[config.mk]
export PLATFORM = sky130hd
export DESIGN_NAME = vector_layer_normalize_unit
export DESIGN_NICKNAME = d
export VERILOG_FILES = /design/src/rtl/vln_pkg.sv /design/src/rtl/vln_ram.sv /design/src/rtl/vector_layer_normalize_unit.sv
export SDC_FILE = /design/constraint.sdc
export NUM_CORES = 2
export LEC_CHECK = 0
export BUFFER_PORTS_ARGS = -buffer_cell sky130_fd_sc_hd__buf_2
export CAP_MARGIN = 15
export CORE_AREA = 4 4 648 329
export DETAILED_ROUTE_END_ITERATION = 7
export DIE_AREA = 0 0 652 333
export HOLD_SLACK_MARGIN = 0.1
export PLACE_DENSITY_LB_ADDON = 0.08
export SYNTH_ARGS = -nofsm -noshare
export SYNTH_HDL_FRONTEND = slang
export SYNTH_SLANG_ARGS = --single-unit
export TNS_END_PERCENT = 5
[constraint.sdc]
create_clock -name clock -period 10.8 [get_ports clock]
set_input_delay 0 -clock clock [delete_from_list [all_inputs] [get_ports clock]]
set_output_delay 0 -clock clock [all_outputs]
set_load 0.02 [all_outputs]
[src/rtl/vln_pkg.sv]
// ----------------------------------------------------------------------------
// vln_pkg
// Shared types and constants for the vector layer normalize unit.
// ----------------------------------------------------------------------------
package vln_pkg;

   localparam int MAX_LEN_DEF = 64;

   localparam int SAMPLE_W = 16;
   localparam int LEN_W    = 7;
   localparam int EPS_W    = 16;
   localparam int PADDR_W  = 3;
   localparam int PDATA_W  = 32;

   localparam int SUM_W    = 22;
   localparam int DIFF_W   = 30;
   localparam int MAG_W    = 29;
   localparam int MEAN_W   = 29;
   localparam int INV_W    = 32;
   localparam int PROD_W   = MAG_W + INV_W;
   localparam int ACC_W    = 63;
   localparam int DVD_W    = 63;
   localparam int DVS_W    = 34;
   localparam int VAR_W    = 33;

   localparam logic [LEN_W-1:0] LEN_RESET = 7'd64;
   localparam logic [EPS_W-1:0] EPS_RESET = 16'd168;

   localparam logic REG_LENGTH  = 1'b0;
   localparam logic REG_EPSILON = 1'b1;

   typedef enum logic [3:0] {
      ST_LOAD,
      ST_MEAN,
      ST_READ,
      ST_DIFF,
      ST_MUL,
      ST_ACC,
      ST_VAR,
      ST_RECIP,
      ST_SQRT,
      ST_EMIT,
      ST_WAIT
   } state_type;

endpackage

[src/rtl/vln_ram.sv]
// ----------------------------------------------------------------------------
// vln_ram
// Generic simple dual-port RAM, one write port, one registered read port.
// ----------------------------------------------------------------------------
module vln_ram #(
   parameter int WIDTH = 16,
   parameter int DEPTH = 64
) (
   input  logic                     clock,
   input  logic                     wr_en,
   input  logic [$clog2(DEPTH)-1:0] wr_addr,
   input  logic [WIDTH-1:0]         wr_data,
   input  logic                     rd_en,
   input  logic [$clog2(DEPTH)-1:0] rd_addr,
   output logic [WIDTH-1:0]         rd_data
);

   logic [WIDTH-1:0] mem_ff [DEPTH];
   logic [WIDTH-1:0] rd_data_ff;

   always_ff @(posedge clock) begin
      if (wr_en) begin
         mem_ff[wr_addr] <= wr_data;
      end
      if (rd_en) begin
         rd_data_ff <= mem_ff[rd_addr];
      end
   end

   assign rd_data = rd_data_ff;

endmodule

[src/rtl/vector_layer_normalize_unit.sv]
// Samples load while the unit is idle; a new vector is not accepted until the last
// result beat of the previous one is taken (rsp stalls hold each result beat).
// Processing is sequential, one vector at a time, set by the shared bit-serial divider
// (three divides), the 32-step root and the two passes over the elements.
// Reset clears configuration, the load count, the running sum and control; the sample store is not cleared.
// ----------------------------------------------------------------------------
// vector_layer_normalize_unit
// Layer normalization without affine terms over a stored vector of samples.
// ----------------------------------------------------------------------------
module vector_layer_normalize_unit
   import vln_pkg::*;
#(
   parameter int MAX_LEN = MAX_LEN_DEF
) (
   input  logic                       clock,
   input  logic                       reset,
   input  logic                       req_valid,
   output logic                       req_stall,
   input  logic signed [SAMPLE_W-1:0] req_sample,
   output logic                       rsp_valid,
   input  logic                       rsp_stall,
   output logic signed [SAMPLE_W-1:0] rsp_normalized_value,
   output logic                       rsp_last,
   input  logic                       psel,
   input  logic                       penable,
   input  logic                       pwrite,
   input  logic [PADDR_W-1:0]         paddr,
   input  logic [PDATA_W-1:0]         pwdata,
   output logic [PDATA_W-1:0]         prdata,
   output logic                       pready
);

   localparam int AW = $clog2(MAX_LEN);
   localparam int CW = $clog2(MAX_LEN + 1);

   state_type state_ff, state_in;

   logic [LEN_W-1:0]        len_ff, len_in;
   logic [EPS_W-1:0]        eps_ff, eps_in;
   logic [CW-1:0]           load_cnt_ff, load_cnt_in;
   logic signed [SUM_W-1:0] sum_ff, sum_in;
   logic [CW-1:0]           n_ff, n_in;
   logic [AW-1:0]           idx_ff, idx_in;
   logic                    pass_ff, pass_in;
   logic signed [MEAN_W-1:0] mean_ff, mean_in;
   logic [MAG_W-1:0]        a_ff, a_in;
   logic                    neg_ff, neg_in;
   logic [PROD_W-1:0]       mul_ff, mul_in;
   logic [ACC_W-1:0]        acc_ff, acc_in;
   logic [INV_W-1:0]        inv_ff, inv_in;
   logic [DVS_W-1:0]        div_rem_ff, div_rem_in;
   logic [DVD_W-1:0]        div_quo_ff, div_quo_in;
   logic [DVS_W-1:0]        div_den_ff, div_den_in;
   logic [5:0]              div_cnt_ff, div_cnt_in;
   logic [DVD_W-1:0]        sq_v_ff, sq_v_in;
   logic [DVD_W-1:0]        sq_res_ff, sq_res_in;
   logic [DVD_W-1:0]        sq_bit_ff, sq_bit_in;
   logic [4:0]              sq_cnt_ff, sq_cnt_in;
   logic                    rsp_valid_ff, rsp_valid_in;
   logic [SAMPLE_W-1:0]     rsp_value_ff, rsp_value_in;
   logic                    rsp_last_ff, rsp_last_in;

   logic                    accept;
   logic                    cfg_write;
   logic [CW-1:0]           eff_len;
   logic [CW-1:0]           cnt_next;
   logic signed [SUM_W-1:0] sum_next;
   logic [SUM_W-1:0]        sum_abs;
   logic [DVS_W-1:0]        mean_dvd;
   logic                    rd_en;
   logic [SAMPLE_W-1:0]     rd_data;
   logic [DVS_W:0]          rem_sh;
   logic                    div_ge;
   logic [DVS_W:0]          rem_sub;
   logic [DVD_W-1:0]        quo_next;
   logic [DVS_W-1:0]        rem_next;
   logic signed [DIFF_W-1:0] diff;
   logic [DIFF_W-1:0]       diff_abs;
   logic [ACC_W-1:0]        acc_sum;
   logic [DVS_W-1:0]        v_sum;
   logic [DVD_W-1:0]        sq_rb;
   logic                    sq_ge;
   logic [DVD_W-1:0]        sq_res_next;
   logic [PROD_W:0]         rnd;
   logic [DIFF_W-1:0]       q;
   logic                    is_last;
   logic [MAG_W-1:0]        mean_mag;

   vln_ram #(
      .WIDTH (SAMPLE_W),
      .DEPTH (MAX_LEN)
   ) u_store (
      .clock   (clock),
      .wr_en   (accept),
      .wr_addr (load_cnt_ff[AW-1:0]),
      .wr_data (req_sample),
      .rd_en   (rd_en),
      .rd_addr (idx_ff),
      .rd_data (rd_data)
   );

   assign req_stall            = (state_ff != ST_LOAD);
   assign accept               = req_valid && !req_stall;
   assign cfg_write            = psel && penable && pwrite;
   assign pready               = 1'b1;
   assign rsp_valid            = rsp_valid_ff;
   assign rsp_normalized_value = rsp_value_ff;
   assign rsp_last             = rsp_last_ff;

   always_comb begin
      case (paddr[2])
         REG_LENGTH:  prdata = PDATA_W'(len_ff);
         REG_EPSILON: prdata = PDATA_W'(eps_ff);
         default:     prdata = '0;
      endcase
   end

   always_comb begin
      if (len_ff == '0) begin
         eff_len = CW'(1);
      end else if (len_ff > LEN_W'(MAX_LEN)) begin
         eff_len = CW'(MAX_LEN);
      end else begin
         eff_len = len_ff[CW-1:0];
      end
      cnt_next = load_cnt_ff + CW'(1);
      sum_next = sum_ff + SUM_W'(req_sample);
      sum_abs  = sum_next[SUM_W-1] ? SUM_W'(-sum_next) : SUM_W'(sum_next);
      mean_dvd = {sum_abs, 12'b0} + DVS_W'(cnt_next >> 1);

      rem_sh   = {div_rem_ff, div_quo_ff[DVD_W-1]};
      rem_sub  = rem_sh - {1'b0, div_den_ff};
      div_ge   = (rem_sh >= {1'b0, div_den_ff});
      rem_next = div_ge ? rem_sub[DVS_W-1:0] : rem_sh[DVS_W-1:0];
      quo_next = {div_quo_ff[DVD_W-2:0], div_ge};

      diff     = {{2{rd_data[SAMPLE_W-1]}}, rd_data, 12'b0} - {mean_ff[MEAN_W-1], mean_ff};
      diff_abs = diff[DIFF_W-1] ? DIFF_W'(-diff) : DIFF_W'(diff);
      acc_sum  = acc_ff + ACC_W'(mul_ff);
      v_sum    = DVS_W'(quo_next[VAR_W-1:0]) + DVS_W'(eps_ff);

      sq_rb       = sq_res_ff + sq_bit_ff;
      sq_ge       = (sq_v_ff >= sq_rb);
      sq_res_next = sq_ge ? ((sq_res_ff >> 1) + sq_bit_ff) : (sq_res_ff >> 1);

      rnd      = (PROD_W+1)'(mul_ff) + ((PROD_W+1)'(1) << 31);
      q        = rnd[PROD_W:32];
      is_last  = ((CW'(idx_ff) + CW'(1)) == n_ff);
      mean_mag = quo_next[MAG_W-1:0];
   end

   always_comb begin
      state_in     = state_ff;
      len_in       = len_ff;
      eps_in       = eps_ff;
      load_cnt_in  = load_cnt_ff;
      sum_in       = sum_ff;
      n_in         = n_ff;
      idx_in       = idx_ff;
      pass_in      = pass_ff;
      mean_in      = mean_ff;
      a_in         = a_ff;
      mul_in       = mul_ff;
      acc_in       = acc_ff;
      inv_in       = inv_ff;
      div_rem_in   = div_rem_ff;
      div_quo_in   = div_quo_ff;
      div_den_in   = div_den_ff;
      div_cnt_in   = div_cnt_ff;
      sq_v_in      = sq_v_ff;
      sq_res_in    = sq_res_ff;
      sq_bit_in    = sq_bit_ff;
      sq_cnt_in    = sq_cnt_ff;
      rsp_valid_in = rsp_valid_ff;
      rsp_value_in = rsp_value_ff;
      rsp_last_in  = rsp_last_ff;
      rd_en        = 1'b0;

      if (cfg_write) begin
         case (paddr[2])
            REG_LENGTH:  len_in = pwdata[LEN_W-1:0];
            REG_EPSILON: eps_in = pwdata[EPS_W-1:0];
            default:     len_in = len_ff;
         endcase
      end

      case (state_ff)
         ST_LOAD: begin
            if (accept) begin
               load_cnt_in = cnt_next;
               sum_in      = sum_next;
               if (cnt_next >= eff_len) begin
                  n_in       = cnt_next;
                  div_quo_in = DVD_W'(mean_dvd);
                  div_rem_in = '0;
                  div_den_in = DVS_W'(cnt_next);
                  div_cnt_in = 6'(DVD_W - 1);
                  state_in   = ST_MEAN;
               end
            end
         end
         ST_MEAN: begin
            div_rem_in = rem_next;
            div_quo_in = quo_next;
            div_cnt_in = div_cnt_ff - 6'd1;
            if (div_cnt_ff == '0) begin
               mean_in  = sum_ff[SUM_W-1] ? -$signed({1'b0, mean_mag[MAG_W-2:0]})
                                          : $signed({1'b0, mean_mag[MAG_W-2:0]});
               pass_in  = 1'b0;
               idx_in   = '0;
               acc_in   = ACC_W'(n_ff) << 23;
               state_in = ST_READ;
            end
         end
         ST_READ: begin
            rd_en    = 1'b1;
            state_in = ST_DIFF;
         end
         ST_DIFF: begin
            a_in     = diff_abs[MAG_W-1:0];
            state_in = ST_MUL;
         end
         ST_MUL: begin
            mul_in   = a_ff * (pass_ff ? inv_ff : INV_W'(a_ff));
            state_in = pass_ff ? ST_EMIT : ST_ACC;
         end
         ST_ACC: begin
            acc_in = acc_sum;
            if (is_last) begin
               div_quo_in = DVD_W'(acc_sum[ACC_W-1:24]);
               div_rem_in = '0;
               div_den_in = DVS_W'(n_ff);
               div_cnt_in = 6'(DVD_W - 1);
               state_in   = ST_VAR;
            end else begin
               idx_in   = idx_ff + AW'(1);
               state_in = ST_READ;
            end
         end
         ST_VAR: begin
            div_rem_in = rem_next;
            div_quo_in = quo_next;
            div_cnt_in = div_cnt_ff - 6'd1;
            if (div_cnt_ff == '0) begin
               div_quo_in = DVD_W'(1) << 62;
               div_rem_in = '0;
               div_den_in = (v_sum == '0) ? DVS_W'(1) : v_sum;
               div_cnt_in = 6'(DVD_W - 1);
               state_in   = ST_RECIP;
            end
         end
         ST_RECIP: begin
            div_rem_in = rem_next;
            div_quo_in = quo_next;
            div_cnt_in = div_cnt_ff - 6'd1;
            if (div_cnt_ff == '0) begin
               sq_v_in   = quo_next;
               sq_res_in = '0;
               sq_bit_in = DVD_W'(1) << 62;
               sq_cnt_in = 5'd31;
               state_in  = ST_SQRT;
            end
         end
         ST_SQRT: begin
            sq_v_in   = sq_ge ? (sq_v_ff - sq_rb) : sq_v_ff;
            sq_res_in = sq_res_next;
            sq_bit_in = sq_bit_ff >> 2;
            sq_cnt_in = sq_cnt_ff - 5'd1;
            if (sq_cnt_ff == '0) begin
               inv_in   = sq_res_next[INV_W-1:0];
               pass_in  = 1'b1;
               idx_in   = '0;
               state_in = ST_READ;
            end
         end
         ST_EMIT: begin
            if (neg_ff) begin
               rsp_value_in = (q > DIFF_W'(32768)) ? 16'h8000 : SAMPLE_W'(-q[SAMPLE_W-1:0]);
            end else begin
               rsp_value_in = (q > DIFF_W'(32767)) ? 16'h7fff : q[SAMPLE_W-1:0];
            end
            rsp_last_in  = is_last;
            rsp_valid_in = 1'b1;
            state_in     = ST_WAIT;
         end
         ST_WAIT: begin
            if (!rsp_stall) begin
               rsp_valid_in = 1'b0;
               if (rsp_last_ff) begin
                  load_cnt_in = '0;
                  sum_in      = '0;
                  state_in    = ST_LOAD;
               end else begin
                  idx_in   = idx_ff + AW'(1);
                  state_in = ST_READ;
               end
            end
         end
         default: begin
            state_in = ST_LOAD;
         end
      endcase
   end

   assign neg_in = (state_ff == ST_DIFF) ? diff[DIFF_W-1] : neg_ff;

   always_ff @(posedge clock) begin
      if (reset) begin
         state_ff     <= ST_LOAD;
         len_ff       <= LEN_RESET;
         eps_ff       <= EPS_RESET;
         load_cnt_ff  <= '0;
         sum_ff       <= '0;
         rsp_valid_ff <= 1'b0;
      end else begin
         state_ff     <= state_in;
         len_ff       <= len_in;
         eps_ff       <= eps_in;
         load_cnt_ff  <= load_cnt_in;
         sum_ff       <= sum_in;
         rsp_valid_ff <= rsp_valid_in;
      end
   end

   always_ff @(posedge clock) begin
      n_ff         <= n_in;
      idx_ff       <= idx_in;
      pass_ff      <= pass_in;
      mean_ff      <= mean_in;
      a_ff         <= a_in;
      neg_ff       <= neg_in;
      mul_ff       <= mul_in;
      acc_ff       <= acc_in;
      inv_ff       <= inv_in;
      div_rem_ff   <= div_rem_in;
      div_quo_ff   <= div_quo_in;
      div_den_ff   <= div_den_in;
      div_cnt_ff   <= div_cnt_in;
      sq_v_ff      <= sq_v_in;
      sq_res_ff    <= sq_res_in;
      sq_bit_ff    <= sq_bit_in;
      sq_cnt_ff    <= sq_cnt_in;
      rsp_value_ff <= rsp_value_in;
      rsp_last_ff  <= rsp_last_in;
   end

endmodule

==> flow_summary.toml <==
[detailed_routing]
vias_per_cell = 6.02
drt-pass1-iter-count = 6
first_iter_violations = 7279
detail_route.wl_per_cell_um = 24.4
ant_nets = 0
wirelength_mm = 307
num_vias = 75600
route.detailed.drc = 0

[timing]
relSlewSlack_pct = 20.0
timing.final.max_slew_violations = 0
period_needed_ps = 9610
fin_tns_setup_ps = 0
rsz0062_at_grt = "false"
fin_crit_sh_pct = 88.9
max_clock_freq_ghz = 0.104
worst_slew_pin_slew_ps = 1200
fin_skew_ps = 76.2
setup_viol = 0
hold_viol_final = 0
hold_slack_ps = 209

[logic_synthesis]
syn_avg_cell_area_um2 = 11.8
synth_edf_count = 1586
synth.mux.area_fraction_pct = 7.58
synth_xor_xnor_area_share_pct = 3.56
syn-instance-count = 9641
yosysUniqueCellTypes = 99
synthTopCellsByArea = "edfxtp_1 42%, fa_1 14%, mux4_2 6.7%"
async_reset_ff_share_pct = 0
synth_top_family_by_area = "adder cells"
yosysTopAreaCellShare_pct = 42.0
yosys_warnings = 0
synthTopCellsByCount = "1586 x edfxtp_1, 1010 x inv_1, 884 x nand2_1"
synthAdderAreaFrac_pct = 20.3
yosysTopAreaCell = "edfxtp_1"
synth_simple_gate_area_share_pct = 11.7
yosysMostFrequentCell = "edfxtp_1"
syn_area_mm2 = 0.113
synth-compound-area-share_pct = 8.88
ys.flop_type = "edfxtp_1"
ys_ff_latch = 1643
synth_seq_area_share_pct = 43.0

[cells_and_area]
area_growth_pct = 8.44
postLayoutCellArea_mm2 = 0.123
fill_cells = 16800
nNetsFinal = 11100
drive_gt1_share_pct = 9.91

[power_and_ir_drop]
irDropWorstVdd_mv = 0.163
total_power_mw = 18.7
p_per_area_mw_per_mm2 = 152
p_leak_nw = 48.0

[worst_setup_path]
start_kind = "flop"
rrSetupSlack_ps = 1190
critPathLaunch = "pass_ff"
path_class = "reg -> reg"
worst-r2r-cell-count = 28
path_common_cell = "fa_1"
reg2reg_from = "pass_ff"
crit_path_end_kind = "flop"
timing.rr.end = "mul_ff[60]"
critPathMaxFanout = 44
arrival_ps = 10150
setup.worst_path.end = "mul_ff[60]"
required_ps = 11350
slowest_delay_ps = 660
crit_path_top_delay_cell = "mux2_2"

[clock_tree]
clockRootBuffer = "clkbuf_16"
cts_tree = "built"
cts_sinks = 1643
clock_latency_ps = 820
clockBufferDepth = 3
htree_levels = 4
clkTransAtPathRegs_ps = 70
cts_buffers = 157
post_cts_buffers = 0

[grt]
grt_pass1_wl_mm = 470
first_global_vias = 75600
antenna_found_initial = 5
grt-ovfl-total = 0
grt_use_total_pct = 28.4
grt_max_degree = 150

[hold_path]
hp-class = "in -> reg"
hold_depth = 5

[floorplan]
io_pins = 110
initial_utilization_pct = 54.9
die_y_um = 333
die-area_mm2 = 0.217
core_mm2 = 0.207
rows = 118
die_w_um = 652

[placed_design]
dpl.hpwl_mm = 222
post_dp_cell_area_mm2 = 0.117
globalplace.congestion = 0.963
portBuffers = 74

[outcome]
status = "complete, no violations"

[flow_run]
drv_cap = 0
-- cell families (layout without fill, tap and decap cells) --
| family | Yosys count | in the layout |
|---|---|---|
| AND/OR/NAND/NOR | 2689 | 2689 |
| other | 2 | 22 |
| XOR/XNOR | 461 | 461 |
| flip-flops | 1643 | 1643 |
| AO/OA/AOI/OAI | 1563 | 1563 |
| multiplexers | 432 | 432 |
| buffers and inverters | 1499 | 1644 |
| adder cells (fa/ha/maj) | 1352 | 1352 |
-- layer usage --
metal / wire length, um / vias up / global-route usage, %
met5: 29 / - / 0
met2: 140000 / 2669 / 44.3
li1: - / 34100 / -
met4: 7710 / 4 / 7.01
met3: 23100 / 399 / 4.44
met1: 136000 / 38500 / 41.9
-- what timing repair did --
action                                 4_1_cts  5_1_grt
endpoints found under the hold margin     1085        0
gates resized for setup                      0        0
hold buffers                                77        0
-- sequential cells by signal (all words and copies together), names as in the netlist, 16 cells and up --
register and count:
u_store.mem_ff 1024, acc_ff 63, div_quo_ff 63, sq_res_ff 63, sq_v_ff 63, mul_ff 61, div_den_ff 34, div_rem_ff 34
inv_ff 32, sq_bit_ff 32, a_ff 29, mean_ff 29, sum_ff 22, eps_ff 16, rsp_normalized_value 16, u_store.rd_data 16
-- power by group --
group | switching (mW) | total [mW] | internal, mW | leakage, nW
clock network | 2.51 | 5.58 | 3.07 | 2.50
logic | 3.34 | 5.32 | 1.98 | 30.8
registers | 0.294 | 7.77 | 7.48 | 14.7
-- worst max-delay path: cells and delay by family (launching register included) --
family / cells / cell delay [ps]
flip-flops: 1 / 540
adder cells (fa/ha/maj): 9 / 4390
multiplexers: 1 / 660
buffers and inverters: 7 / 590
AND/OR/NAND/NOR: 3 / 920
AO/OA/AOI/OAI: 7 / 1950
XOR/XNOR: 1 / 130
-- per-stage QoR --
stage               util [%]  setup slack [ps]  std cells
CTS                     59.6              1120      12600
detailed placement      56.7              1250      12200
global placement        56.7              1220      12200
global route            59.6               795      12600
floorplan                  -               977       9656
finish                  59.6              1190      12600
-- how the worst min path moves through the flow --
| stage | slack, ps | startpoint | to |
|---|---|---|---|
| floorplan | 100 | req_sample[0] | u_store.mem_ff[0][0] |
| global placement | 230 | pwdata[7] | eps_ff[7] |
| detailed placement | 230 | pwdata[6] | len_ff[6] |
| CTS | 120 | rsp_stall | rsp_valid |
| global route | 170 | rsp_stall | rsp_valid |
| finish | 210 | rsp_stall | rsp_valid |
-- area by class of cell --
cell class,instances,area [um2],share of cell area [%]
clock buffer,195,4180,3.40
multi-input combinational,6514,59200,48.1
tap,2760,3450,2.81
sequential,1643,48800,39.6
antenna,5,12.5,0.0102
clock inverter,94,1010,0.824
inverter,1012,3800,3.09
timing repair buffer,343,2630,2.14
-- cells in the final DEF, fill, tap and decap left out, types with 32 or more instances in the layout --
master / instances
a211oi_1: 65
a21o_1: 167
a21oi_1: 399
a22oi_1: 42
a31oi_1: 99
and2_1: 589
and3_1: 121
buf_2: 74
buf_4: 188
clkbuf_1: 32
clkbuf_16: 161
clkinv_1: 33
dfxtp_1: 57
dlygate4sd3_1: 77
edfxtp_1: 1586
fa_1: 810
ha_1: 542
inv_1: 1009
mux2_2: 60
mux2i_1: 36
mux4_2: 336
nand2_1: 883
nand2b_1: 42
nand3_1: 142
nand4_1: 83
nor2_1: 504
nor2b_1: 45
nor3_1: 98
o211ai_1: 35
o21a_1: 52
o21ai_0: 337
o21bai_1: 68
or3_1: 40
xnor2_1: 276
xor2_1: 184
No activity file was read; power rests on OpenSTA's default activity.
